$ cat config.mk
export PLATFORM = sky130hd
export DESIGN_NAME = ordered_list_append_delete_key_flat
export DESIGN_NICKNAME = d
export VERILOG_FILES = /design/src/rtl/olad_pkg.sv /design/src/rtl/olad_req_if.sv /design/src/rtl/olad_rsp_if.sv /design/src/rtl/olad_cell.sv /design/src/rtl/ordered_list_append_delete_key.sv /design/src/flat_wrapper.sv
export SDC_FILE = /design/constraint.sdc
export NUM_CORES = 1
export LEC_CHECK = 0
export BUFFER_PORTS_ARGS = -buffer_cell sky130_fd_sc_hd__buf_2
export CAP_MARGIN = 20
export CORE_MARGIN = 4
export CORE_UTILIZATION = 43
export CTS_CLUSTER_SIZE = 14
export DETAILED_ROUTE_END_ITERATION = 6
export GPL_TIMING_DRIVEN = 0
export MAX_ROUTING_LAYER = met4
export PLACE_DENSITY = 0.64
export SYNTH_ARGS = -nofsm -noshare
export SYNTH_HDL_FRONTEND = slang
export SYNTH_SLANG_ARGS = --single-unit
$ cat constraint.sdc
create_clock -name i_clk -period 5.1 [get_ports i_clk]
set_input_delay 0 -clock i_clk [delete_from_list [all_inputs] [get_ports i_clk]]
set_output_delay 0 -clock i_clk [all_outputs]
set_load 0.1 [all_outputs]
$ cat src/rtl/olad_pkg.sv
package olad_pkg;

    localparam int LIST_DEPTH = 16;
    localparam int CNT_W      = $clog2(LIST_DEPTH + 1);
    localparam int IDX_W      = $clog2(LIST_DEPTH);
    localparam int WORD_W     = 32;
    localparam int ECNT_W     = 5;

    typedef logic [WORD_W-1:0] t_word;
    typedef logic [CNT_W-1:0]  t_cnt;

    typedef enum logic [2:0] {
        ST_APPENDED  = 3'd0,
        ST_DELETED   = 3'd1,
        ST_NOT_FOUND = 3'd2,
        ST_EMPTY     = 3'd3,
        ST_FULL      = 3'd4
    } t_status;

    typedef enum logic {
        REQ_APPEND = 1'b0,
        REQ_DELETE = 1'b1
    } t_req_type;

    typedef struct packed {
        logic load;
        logic shift;
        logic cmp;
        logic valid;
    } t_cell_ctl;

    function automatic logic [ECNT_W-1:0] fn_ecnt(input t_cnt cnt);
        logic [CNT_W+ECNT_W-1:0] wide;
        wide = {{ECNT_W{1'b0}}, cnt};
        return wide[ECNT_W-1:0];
    endfunction

endpackage

$ cat src/rtl/olad_req_if.sv
interface olad_req_if;
    import olad_pkg::*;
    logic                  valid;
    logic                  ready;
    logic                  req_type;
    logic signed [31:0]    item_value;

    modport source (output valid, output req_type, output item_value, input ready);
    modport sink   (input valid, input req_type, input item_value, output ready);
endinterface

$ cat src/rtl/olad_rsp_if.sv
interface olad_rsp_if;
    import olad_pkg::*;
    logic        valid;
    logic        ready;
    logic [2:0]  status;
    logic [4:0]  entry_count;

    modport source (output valid, output status, output entry_count, input ready);
    modport sink   (input valid, input status, input entry_count, output ready);
endinterface

$ cat src/rtl/olad_cell.sv
module olad_cell import olad_pkg::*; (
    input  logic      i_clk,
    input  t_cell_ctl i_ctl,
    input  t_word     i_din,
    input  t_word     i_nbr,
    output t_word     o_val,
    output logic      o_hit
);

    t_word r_val;
    logic  r_hit;

    always_ff @(posedge i_clk) begin
        if (i_ctl.load) begin
            r_val <= i_din;
        end else if (i_ctl.shift) begin
            r_val <= i_nbr;
        end
        if (i_ctl.cmp) begin
            r_hit <= i_ctl.valid && (r_val == i_din);
        end
    end

    assign o_val = r_val;
    assign o_hit = r_hit;

endmodule

$ cat src/rtl/ordered_list_append_delete_key.sv
// Append: the result register is loaded straight from the accept cycle.
// Delete steps: accept, compare in every cell, shift of later cells one place forward.
// Empty-list delete and full-list append also answer straight from the accept cycle.
// One request in flight; the next is taken once the result register can take a new result.
// Synchronous active-low reset empties the list; cell contents are not cleared.
module ordered_list_append_delete_key import olad_pkg::*; (
    input  logic         i_clk,
    input  logic         i_rst_n,
    olad_req_if.sink     i_req,
    olad_rsp_if.source   o_rsp
);

    typedef enum logic [2:0] {
        S_IDLE  = 3'b001,
        S_SRCH  = 3'b010,
        S_SHIFT = 3'b100
    } t_state;

    t_state    r_state, n_state;
    t_cnt      r_count, n_count;
    t_word     r_key;
    logic      r_ovalid, n_ovalid;
    t_status   r_status, n_status;
    logic [ECNT_W-1:0] r_ecnt, n_ecnt;

    logic      out_free, acc, found;
    t_word     din;
    t_word     vals [LIST_DEPTH];
    logic [LIST_DEPTH-1:0] hit, pfx;
    t_cell_ctl ctl  [LIST_DEPTH];

    assign out_free = !r_ovalid || o_rsp.ready;
    assign i_req.ready = (r_state == S_IDLE) && out_free;
    assign acc = i_req.valid && i_req.ready;
    assign din = (r_state == S_IDLE) ? t_word'(i_req.item_value) : r_key;
    assign found = |hit;

    genvar gi;
    generate
        for (gi = 0; gi < LIST_DEPTH; gi++) begin : g_cell
            localparam logic [LIST_DEPTH-1:0] LowMask = {LIST_DEPTH{1'b1}} >> (LIST_DEPTH-1-gi);
            assign pfx[gi] = |(hit & LowMask);

            always_comb begin
                ctl[gi].load  = acc && (i_req.req_type == REQ_APPEND)
                                && (r_count == t_cnt'(gi));
                ctl[gi].shift = (r_state == S_SHIFT) && out_free && found && pfx[gi];
                ctl[gi].cmp   = (r_state == S_SRCH);
                ctl[gi].valid = t_cnt'(gi) < r_count;
            end

            olad_cell u_cell (
                .i_clk (i_clk),
                .i_ctl (ctl[gi]),
                .i_din (din),
                .i_nbr ((gi == LIST_DEPTH-1) ? vals[gi] : vals[(gi+1) % LIST_DEPTH]),
                .o_val (vals[gi]),
                .o_hit (hit[gi])
            );
        end
    endgenerate

    always_comb begin
        n_state  = r_state;
        n_count  = r_count;
        n_ovalid = r_ovalid && !o_rsp.ready;
        n_status = r_status;
        n_ecnt   = r_ecnt;
        unique case (r_state)
            S_IDLE: begin
                if (acc) begin
                    if (i_req.req_type == REQ_APPEND) begin
                        n_ovalid = 1'b1;
                        if (r_count == t_cnt'(LIST_DEPTH)) begin
                            n_status = ST_FULL;
                        end else begin
                            n_status = ST_APPENDED;
                            n_count  = r_count + 1'b1;
                        end
                        n_ecnt = fn_ecnt(n_count);
                    end else if (r_count == '0) begin
                        n_ovalid = 1'b1;
                        n_status = ST_EMPTY;
                        n_ecnt   = fn_ecnt(r_count);
                    end else begin
                        n_state = S_SRCH;
                    end
                end
            end
            S_SRCH: begin
                n_state = S_SHIFT;
            end
            S_SHIFT: begin
                if (out_free) begin
                    n_state  = S_IDLE;
                    n_ovalid = 1'b1;
                    if (found) begin
                        n_status = ST_DELETED;
                        n_count  = r_count - 1'b1;
                    end else begin
                        n_status = ST_NOT_FOUND;
                    end
                    n_ecnt = fn_ecnt(n_count);
                end
            end
            default: n_state = S_IDLE;
        endcase
    end

    always_ff @(posedge i_clk) begin
        if (!i_rst_n) begin
            r_state  <= S_IDLE;
            r_count  <= '0;
            r_ovalid <= 1'b0;
        end else begin
            r_state  <= n_state;
            r_count  <= n_count;
            r_ovalid <= n_ovalid;
        end
        r_status <= n_status;
        r_ecnt   <= n_ecnt;
        if (acc) begin
            r_key <= t_word'(i_req.item_value);
        end
    end

    assign o_rsp.valid       = r_ovalid;
    assign o_rsp.status      = r_status;
    assign o_rsp.entry_count = r_ecnt;

    a_count_range: assert property (@(posedge i_clk) disable iff (i_rst_n !== 1'b1)
        r_count <= t_cnt'(LIST_DEPTH))
        else $error("entry count above list depth");

    a_srch_to_shift: assert property (@(posedge i_clk) disable iff (i_rst_n !== 1'b1)
        r_state == S_SRCH |=> r_state == S_SHIFT)
        else $error("compare cycle not followed by shift");

    a_delete_starts: assert property (@(posedge i_clk) disable iff (i_rst_n !== 1'b1)
        acc && (i_req.req_type == REQ_DELETE) && (r_count != '0) |=> r_state == S_SRCH)
        else $error("delete on non-empty list did not start search");

    a_hit_in_range: assert property (@(posedge i_clk) disable iff (i_rst_n !== 1'b1)
        r_state == S_SHIFT && found |-> r_count != '0)
        else $error("match reported in empty list");

endmodule
$ cat src/flat_wrapper.sv
// flat-port wrapper written by rule: the top's interface ports become plain ports
module ordered_list_append_delete_key_flat import olad_pkg::*;
  (i_clk, i_rst_n, i_req_valid, i_req_req_type, i_req_item_value, i_req_ready, o_rsp_valid, o_rsp_status, o_rsp_entry_count, o_rsp_ready);
  olad_req_if i_req_i ();
  olad_rsp_if o_rsp_i ();
  input  logic i_clk;
  input  logic i_rst_n;
  input wire logic [$bits(i_req_i.valid)-1:0] i_req_valid;
  input wire logic [$bits(i_req_i.req_type)-1:0] i_req_req_type;
  input wire logic [$bits(i_req_i.item_value)-1:0] i_req_item_value;
  output wire logic [$bits(i_req_i.ready)-1:0] i_req_ready;
  output wire logic [$bits(o_rsp_i.valid)-1:0] o_rsp_valid;
  output wire logic [$bits(o_rsp_i.status)-1:0] o_rsp_status;
  output wire logic [$bits(o_rsp_i.entry_count)-1:0] o_rsp_entry_count;
  input wire logic [$bits(o_rsp_i.ready)-1:0] o_rsp_ready;
  assign i_req_i.valid = i_req_valid;
  assign i_req_i.req_type = i_req_req_type;
  assign i_req_i.item_value = i_req_item_value;
  assign i_req_ready = i_req_i.ready;
  assign o_rsp_valid = o_rsp_i.valid;
  assign o_rsp_status = o_rsp_i.status;
  assign o_rsp_entry_count = o_rsp_i.entry_count;
  assign o_rsp_i.ready = o_rsp_ready;
  ordered_list_append_delete_key u_core (.i_clk(i_clk), .i_rst_n(i_rst_n), .i_req(i_req_i), .o_rsp(o_rsp_i));
endmodule
==> reports/results.ini <==
[run_status]
status=finished, final reports clean

[global_routing]
grt_max_degree=33
antenna_found_initial=1
grtUsageTotal=0.377
overflow=0
grt_pass1_wl_mm=190
grt_pass1_vias=24400

[worst_setup_path]
start_kind=flip-flop
required_ns=5.38
cp_max_fo=10
end_kind=flip-flop
critPathKind=reg2reg
critPathArrivalTime_ns=4.76

[timing]
timing.final.ws_setup_ns=0.621
fin_crit_sh=0.878
finalSetupViolations=0
drv_slew=0
hold_violations=0
tightestPinTransition_ns=1.37
period_needed_ns=4.48
rsz0062_at_grt=false
max_freq_ghz=0.223
clock_skew_ns=0.0336
max-slew-margin-rel=0.0859

[power]
swShare=0.351
p_int_w=0.00925
seq_power_share=0.384
leakage_nw=11.7
switchingPower_w=0.00500
p_per_area_nw_per_um2=403
power_frac_clock=0.347
ir_drop_uv=295
combPwrFrac=0.269

[floorplanning]
start_util=0.436
die_height_um=275
ioPinCount=47
die_x_um=275
dieArea_um2=75600
rows=97
core_area_um2=70300

[synthesis]
ys_ff_latch=577
synthArstFlopShare=0
synth-main-ff-cell=edfxtp_1
syn_area_um2=30600
synth_edf_count=568
yosysUniqueCellTypes=61
yosys_warnings=0
synth_area_per_cell_um2=10.7
synth_cells=2855
synth-seq-area-share=0.563
synthesis.nets=2897

[final_layout]
layout_common_cells=edfxtp_1, nor2_1, a21oi_1
regArea_um2=17200
finish.utilization=0.503
final_cell_area_um2=35400
final_common_cell=edfxtp_1
area_delta_synth_final_pct=15.4
finalNonFillerCells=4040
multi_input_area_um2=12200
filler_cell_count=6275
nets=3088
drive_above_1_share=0.0895

[clock_tree]
numClockSinks=577
worstSkewPairLatency_ns=0.63
clk_pin_slew_ns=0.06
h-tree-depth=3
root_buffer=clkbuf_16
cts_tree=built
cts_buffers=67
clk_path_buf_depth=3

[placement]
place_area_um2=32800
placed_cells=3878
dpl.hpwl_mm=102
pre_cts_slack_ns=0.720
io_buffers=45
place.gp.congestion=1.09

[route]
wl_mm=141
vias=25900
viasPerCell=6.42
wire_per_inst_um=34.9
drt_pass1_iterations=7
antenna_left=0
drc=0
drt_iter0_markers=5126

[hold_path]
hp-class=in2reg

[run]
cap_viol_max_count=0

## cell families after synthesis
group                      share of synthesized area
AOI/OAI and AO/OA                              0.118
xor gates and xnor gates                       0.141
adders and majority gates                    0.00204
buffers and inverters                         0.0445
DFF                                            0.563
muxes                                         0.0183
and+or+nand+nor                                0.114
## area by class of cell
class / count / share of cell area
Multi-Input combinational cell: 1962 / 0.344
Timing Repair Buffer: 122 / 0.0346
Tap cell: 940 / 0.0333
Clock buffer: 77 / 0.0509
Buffer: 235 / 0.0302
Inverter: 81 / 0.00860
Antenna cell: 4 / 0.000283
Clock inverter: 42 / 0.0107
Sequential cell: 577 / 0.487
## power groups by stage
stage	clock network [W]	registers (W)	logic [W]
finish	0.00494	0.00547	0.00383
global route	0.00512	0.00548	0.00381
CTS	0.00492	0.00547	0.00362
detailed placement	0	0.00557	0.00359
global placement	0	0.00557	0.00344
floorplan	0	0.00569	0.00175
## synth_stat cells (2+ instances only)
cell         n  area [um^2]
o2bb2ai_1    3         26.3
a21boi_0     2         15.0
o2111ai_1    8         70.1
and3_1       2         12.5
ha_1         5         62.6
nor3_1      33          165
o32ai_1      2         17.5
buf_6       10          113
nand2_1    152          571
a211oi_1     7         52.6
inv_1       81          304
mux2i_2      7         96.3
nor4_1      98          613
buf_2       15         75.1
and2_1      10         62.6
clkbuf_1   141          529
edfxtp_1   568        17100
buf_1       51          191
nor2_1     394         1480
or3_1        4         25.0
a21oi_1    382         1910
nor2b_1     11         68.8
buf_4       16          120
xnor2_1    370         3240
o2111a_1     2         22.5
a222oi_1     6         60.1
a31o_2       5         43.8
a22oi_1      2         15.0
o21bai_1     8         60.1
dfxtp_1      9          180
nand3_1     13         65.1
a2111oi_0    3         26.3
o21ai_0    147          736
or4_1        6         45.0
a31oi_1     10         62.6
buf_8        2         30.0
o22ai_1     30          188
xor2_1     122         1070
nor3b_1      2         15.0
a221oi_1    24          210
nand2b_1     6         37.5
nand4_1     44          275
mux2i_1      8         80.1
mux2i_4     17          383
## stage by stage
stage | TNS [ns] | power (W) | hold WS [ns]
2_1_floorplan | 0 | 0.00744 | 0.0619
3_3_place_gp | -393.90 | 0.00901 | 0.182
3_5_place_dp | 0 | 0.00916 | 0.185
4_1_cts | 0 | 0.0140 | 0.0809
5_1_grt | 0 | 0.0144 | 0.130
6_report | 0 | 0.0142 | 0.105
## worst paths after layout
kind / from / to / slack [ns] / depth (start not counted)
setup reg to reg: u_core.r_state[0]$_SDFFE_PN1P_ / u_core.g_cell[6].u_cell.o_val[25]$_DFFE_PP_ / 0.62 / 7
hold reg to reg: u_core.r_state[0]$_SDFFE_PN1P_ / u_core.r_state[2]$_SDFFE_PN0P_ / 0.56 / 1
setup / recovery: u_core.r_state[0]$_SDFFE_PN1P_ / u_core.g_cell[6].u_cell.o_val[25]$_DFFE_PP_ / 0.62 / 7
hold / removal: i_rst_n / u_core.r_state[0]$_SDFFE_PN1P_ / 0.10 / 3
## critical path, cell delays in order (launching register included)
cell      delay (ns)
dfxtp_1         0.42
or3b_1          0.38
buf_6           0.16
buf_6           0.18
mux2i_4         0.75
clkbuf_1        0.98
clkbuf_1        1.02
a21oi_1         0.20
## flip-flops by register name (all words and copies together), names as in the netlist
name / flops
u_core.g_cell.u_cell.o_val: 512
u_core.r_key: 32
u_core.g_cell.u_cell.o_hit: 16
u_core.o_rsp.entry_count: 5
u_core.r_count: 5
u_core.o_rsp.status: 3
u_core.r_state: 3
u_core.o_rsp.valid: 1
## repair_timing
action / in CTS / in global routing
setup buffers: 0 / 0
hold buffers: 36 / 0
resized for setup: 0 / 0
hold endpoints to repair: 58 / 0
## layer usage
metal / up-vias / GRT usage / share of wire
li1: 10500 / - / -
met1: 12600 / 0.499 / 0.37
met2: 2329 / 0.496 / 0.39
met3: 445 / 0.124 / 0.16
met4: 0 / 0.236 / 0.077
met5: - / - / 0
Note: power is estimated with default switching activity, not from simulation.
